<file path="config.mk">
export PLATFORM = sky130hd
export DESIGN_NAME = mtp_step
export DESIGN_NICKNAME = d
export VERILOG_FILES = /design/src/hdl/mtp_pkg.sv /design/src/hdl/mtp_step.sv
export SDC_FILE = /design/constraint.sdc
export NUM_CORES = 1
export LEC_CHECK = 0
export BUFFER_PORTS_ARGS = -buffer_cell sky130_fd_sc_hd__buf_4
export CORE_AREA = 2 2 300 302
export DETAILED_ROUTE_END_ITERATION = 10
export DIE_AREA = 0 0 302 304
export PLACE_DENSITY_LB_ADDON = 0.12
export SYNTH_ARGS = -nofsm -noshare
export SYNTH_HDL_FRONTEND = slang
export SYNTH_SLANG_ARGS = --single-unit
</file>
<file path="constraint.sdc">
create_clock -name vclk -period 0.8
set_input_delay 0.16 -clock vclk [all_inputs]
set_output_delay 0.16 -clock vclk [all_outputs]
set_load 0.01 [all_outputs]
</file>
<file path="src/hdl/mtp_pkg.sv">
// shared types and constants for the pulmonary twister generator
// no dependencies
package mtp_pkg;
	localparam logic [1:0] KIND_SEED = 2'd0;
	localparam logic [1:0] KIND_D32  = 2'd1;
	localparam logic [1:0] KIND_D64  = 2'd2;

	localparam logic [1:0] ST_OK     = 2'd0;
	localparam logic [1:0] ST_UNSEED = 2'd1;
	localparam logic [1:0] ST_ODD    = 2'd2;

	localparam logic [2:0] REG_MASK0   = 3'd0;
	localparam logic [2:0] REG_MASK1   = 3'd1;
	localparam logic [2:0] REG_MASK2   = 3'd2;
	localparam logic [2:0] REG_MASK3   = 3'd3;
	localparam logic [2:0] REG_PARITY0 = 3'd4;
	localparam logic [2:0] REG_PARITY1 = 3'd5;
	localparam logic [2:0] REG_PARITY2 = 3'd6;
	localparam logic [2:0] REG_PARITY3 = 3'd7;

	localparam logic [7:0]  SHUFFLE_CODE = 8'h4B;
	localparam logic [31:0] SEED_MULT    = 32'd1812433253;

	typedef logic [3:0][31:0] word128_t;

	// lung lane picked for lane k
	function automatic logic [1:0] shuf_sel(input int k);
		return 2'((SHUFFLE_CODE >> (2 * k)) & 8'h3);
	endfunction
endpackage

</file>
<file path="src/hdl/mtp_step.sv">
// recursion unit: one new state word from a, b, previous word and lung
// depends on mtp_pkg
module mtp_step #(
	parameter int LANE_LEFT_SHIFT = 18,
	parameter int BYTE_LEFT_SHIFT = 1,
	parameter int B_RIGHT_SHIFT   = 11,
	parameter int C_RIGHT_SHIFT   = 1
) (
	input  mtp_pkg::word128_t a,
	input  mtp_pkg::word128_t b,
	input  mtp_pkg::word128_t c,
	input  mtp_pkg::word128_t d,
	input  mtp_pkg::word128_t mask,
	output mtp_pkg::word128_t r
);
	import mtp_pkg::*;

	logic [127:0] x;

	assign x = 128'(a) << (8 * BYTE_LEFT_SHIFT);

	always_comb begin
		for (int k = 0; k < 4; k++) begin
			r[k] = (c[k] >> C_RIGHT_SHIFT) ^ (c[k] << LANE_LEFT_SHIFT) ^ d[shuf_sel(k)]
				^ a[k] ^ x[32*k +: 32] ^ ((b[k] >> B_RIGHT_SHIFT) & mask[k]);
		end
	end
endmodule

</file>
# ---- After elaboration in Yosys (flattened, before gate mapping)
# Index checks and enable logic that the tools add are counted.
dict set report totals {
  register_bits 0
  out_inout_bits 128
  word_cells 24
}
dict set report op_classes {
  bitwise_logic 24
}
# op n
set op_table {}
lappend op_table {{bitwise XOR 32 bit} 16}
lappend op_table {{AND 21 x 32 -> 32 bit} 4}
lappend op_table {{bitwise XOR 31 x 32 -> 32 bit} 4}

# ---- Longest topological paths before layout
dict set report logic_depth {
  depth_word 5
  depth_mapped 3
  mapped_depth_nobuf 3
}

# ---- Least setup slack after synthesis
# No wires, ideal clock.
dict set report synth_timing {
  path_kind {in2out}
  startpoint {input d[50] (netlist bit)}
  endpoint {output r[114] (netlist bit)}
  arrival_time_ps 694
  required_time_ps 640
  setup_slack_ps -54
  stages 3
  path_buffers 0
  cell_sequence {xor2_1 -> xnor2_1 -> xnor2_1}
}
# item line_no
set synth_lines {}
lappend synth_lines {{from (decl)} mtp_step.sv:12} ;# input mtp_pkg::word128_t d,
lappend synth_lines {{to (decl)} mtp_step.sv:14} ;# output mtp_pkg::word128_t r

==> results.md <==
- DR WL/cell: 14.51 um
- Overall Power: 0.01557 W
- Post-Syn Area: between 4000 and 5000 um^2
- Pin count of the biggest net entering global routing: 3
- Hold_buf cts: 0
- RePlAce Congestion: 0.7656
- Vias in the first global route: 7326
- Hold Path Depth: 3
- Die Span Y: 304 um
- Top Ports: 768
- Failing checks: setup timing
- Num rows: 110
- Ant. Diodes: 0
- Critical-path cell list: buf_8 > xor2_4 > buf_6 > xnor2_4 > xnor2_2 > buf_4
- Syn_nets: 1236
- Maximum VDD drop: around 0.0004 V
- Worst endpoint required time: 0.64 ns
- Design area: roughly 18000 um^2
- Slowest-stage cell, CP: xor2_4
- Leak: 7.515 nW
- Status: complete, but fails checks
- Sequential fraction of the synthesis area: 0%
- Actual slew at the worst max-slew pin: ~0.3 ns
- Hold Fails Final Rpt: 0
- Seq cells: 0
- Adder-cell share of the synthesized area: 0%
- Worst Setup Path Type: in2out
- DP HPWL: roughly 34 mm
- Slew HR: approximately four fifths
- Global-route wire length before repair: 49.42 mm
- Worst-path maximum fanout: 1
- Avg Cell Area, Syn: 8.053 um^2
- CP Launch Type: primary input
- Compound-gate portion of the synthesized area: 0%
- Multiplexer share of the synthesized area: 0%
- Core area: 89050 um^2
- Fin Hold WS: between 0.5 and 0.6 ns
- Fmax: ~830 MHz
- Synth Area in XOR/XNOR: 93.43%
- Post-DP Area: ~12000 um^2
- Full die area: just over 90000 um^2
- Total gr overflow: 0
- Period minus WS final: 1.212 ns
- RSZ-0062 raised after global routing: true
- Die X: approximately 300 um
- Crit end category: output port
- Setup TNS after final layout: -32.49 ns
- Overall Global Routing Usage: 7.430%
- Area grow syn2layout: 272.8%
- Hold WC Path Type: in2out
- Critical Path AT: approximately 1.1 ns
- Final Routed Wirelength: approximately 37 mm
- Final cycle utilization of the critical path: 151.5%
- Largest family of logic cells by synthesized area: XOR/XNOR gates
- Initial antenna violation count: 0
- Warnings, synthesis: 0
- Via count: between 6k and 7k
- Max-cap violation count: 0
- Initial Utilization: 5.390%
- DRT iter0 DRCs: slightly above 100
- DR DRC count: 0
- Clkbuf count: 0
- Final Max Tran Viols: 0
- Seq. cell area: 0 um^2
- Layout cells sized above 1: about four fifths
- Syn Inst Count: a little under 600
- Slowest Stage Delay on Critical Path: 0.19 ns
- Synth cell types: 3
- Post-Synth Simple-Gate Area: under 10%
- Post-DRT Antenna Nets: 0
- Commonest non-fill, non-tap cell in the layout: buf_4
- Net count, final: 1988
- Vias/cell: 2.612
- Pwr Density: 870.3 nW/um^2
- Pre-antenna DRT Iters: 4
- Final setup fails: 128
- Final worst slack: -0.4119 ns
- I/O Buffers: 680
- Most frequent cells in the layout: buf_4 (425), buf_6 (163), xnor2_1 (160), xnor2_2 (142), buf_8 (127)
[kinds of logic (layout without fill, tap and decap cells)]
group                     after synthesis  count (layout)
buffers and inverters                   0             750
and+or+nand+nor                        84              84
xor gates and xnor gates              512             512
[layout make-up]
cell class                      instances  area (um^2)
Timing Repair Buffer                  750         7634
Tap cell                             1176         1471
Multi-Input combinational cell        596         8786
Fill cell                            9774        71160
[routing by layer]
metal	part of all wire [%]	track usage, %
met1	34	7.659
met2	59	15.70
met3	7.7	1.549
met4	0.11	0.06908
met5	0	0
[worst paths after layout]
check	start	to	slack, ns
worst min-delay path	c[123]	r[122]	0.59
worst max-delay path	d[65]	r[33]	-0.41
[Yosys cell counts]
library cell	number	area (um^2)
xor2_1	92	805.8
nand2_1	84	315.3
xnor2_1	420	3679
[worst max-delay path: cells and delay by family]
family | cells | cell delay [ns]
xor+xnor | 3 | 0.50
buf+inv | 3 | 0.38
[per-stage QoR]
stage	worst slack (ns)	cells	util, %
finish	-0.4119	2522	20.09
global route	-0.4960	2522	20.09
floorplan	-0.03744	596	-
CTS	-0.4802	2523	18.43
detailed placement	-1.017	2538	13.53
global placement	-1.029	2538	13.53
[repair_timing]
action	CTS	global route
endpoints found under the setup margin	128	128
endpoints found under the hold margin	0	0
pin swaps	427	221
setup buffers	4	0
gates resized for setup	757	222
[power by group]
| group | switching, W | internal, W | leakage (nW) | total, W |
|---|---|---|---|---|
| Combinational | 0.00602 | 0.00955 | 7.51 | 0.0156 |
| Clock | 0 | 0 | 0 | 0 |
| Sequential | 0 | 0 | 0 | 0 |
| Total | 0.00602 | 0.00955 | 7.51 | 0.0156 |
(Power assumes the default switching activity.)
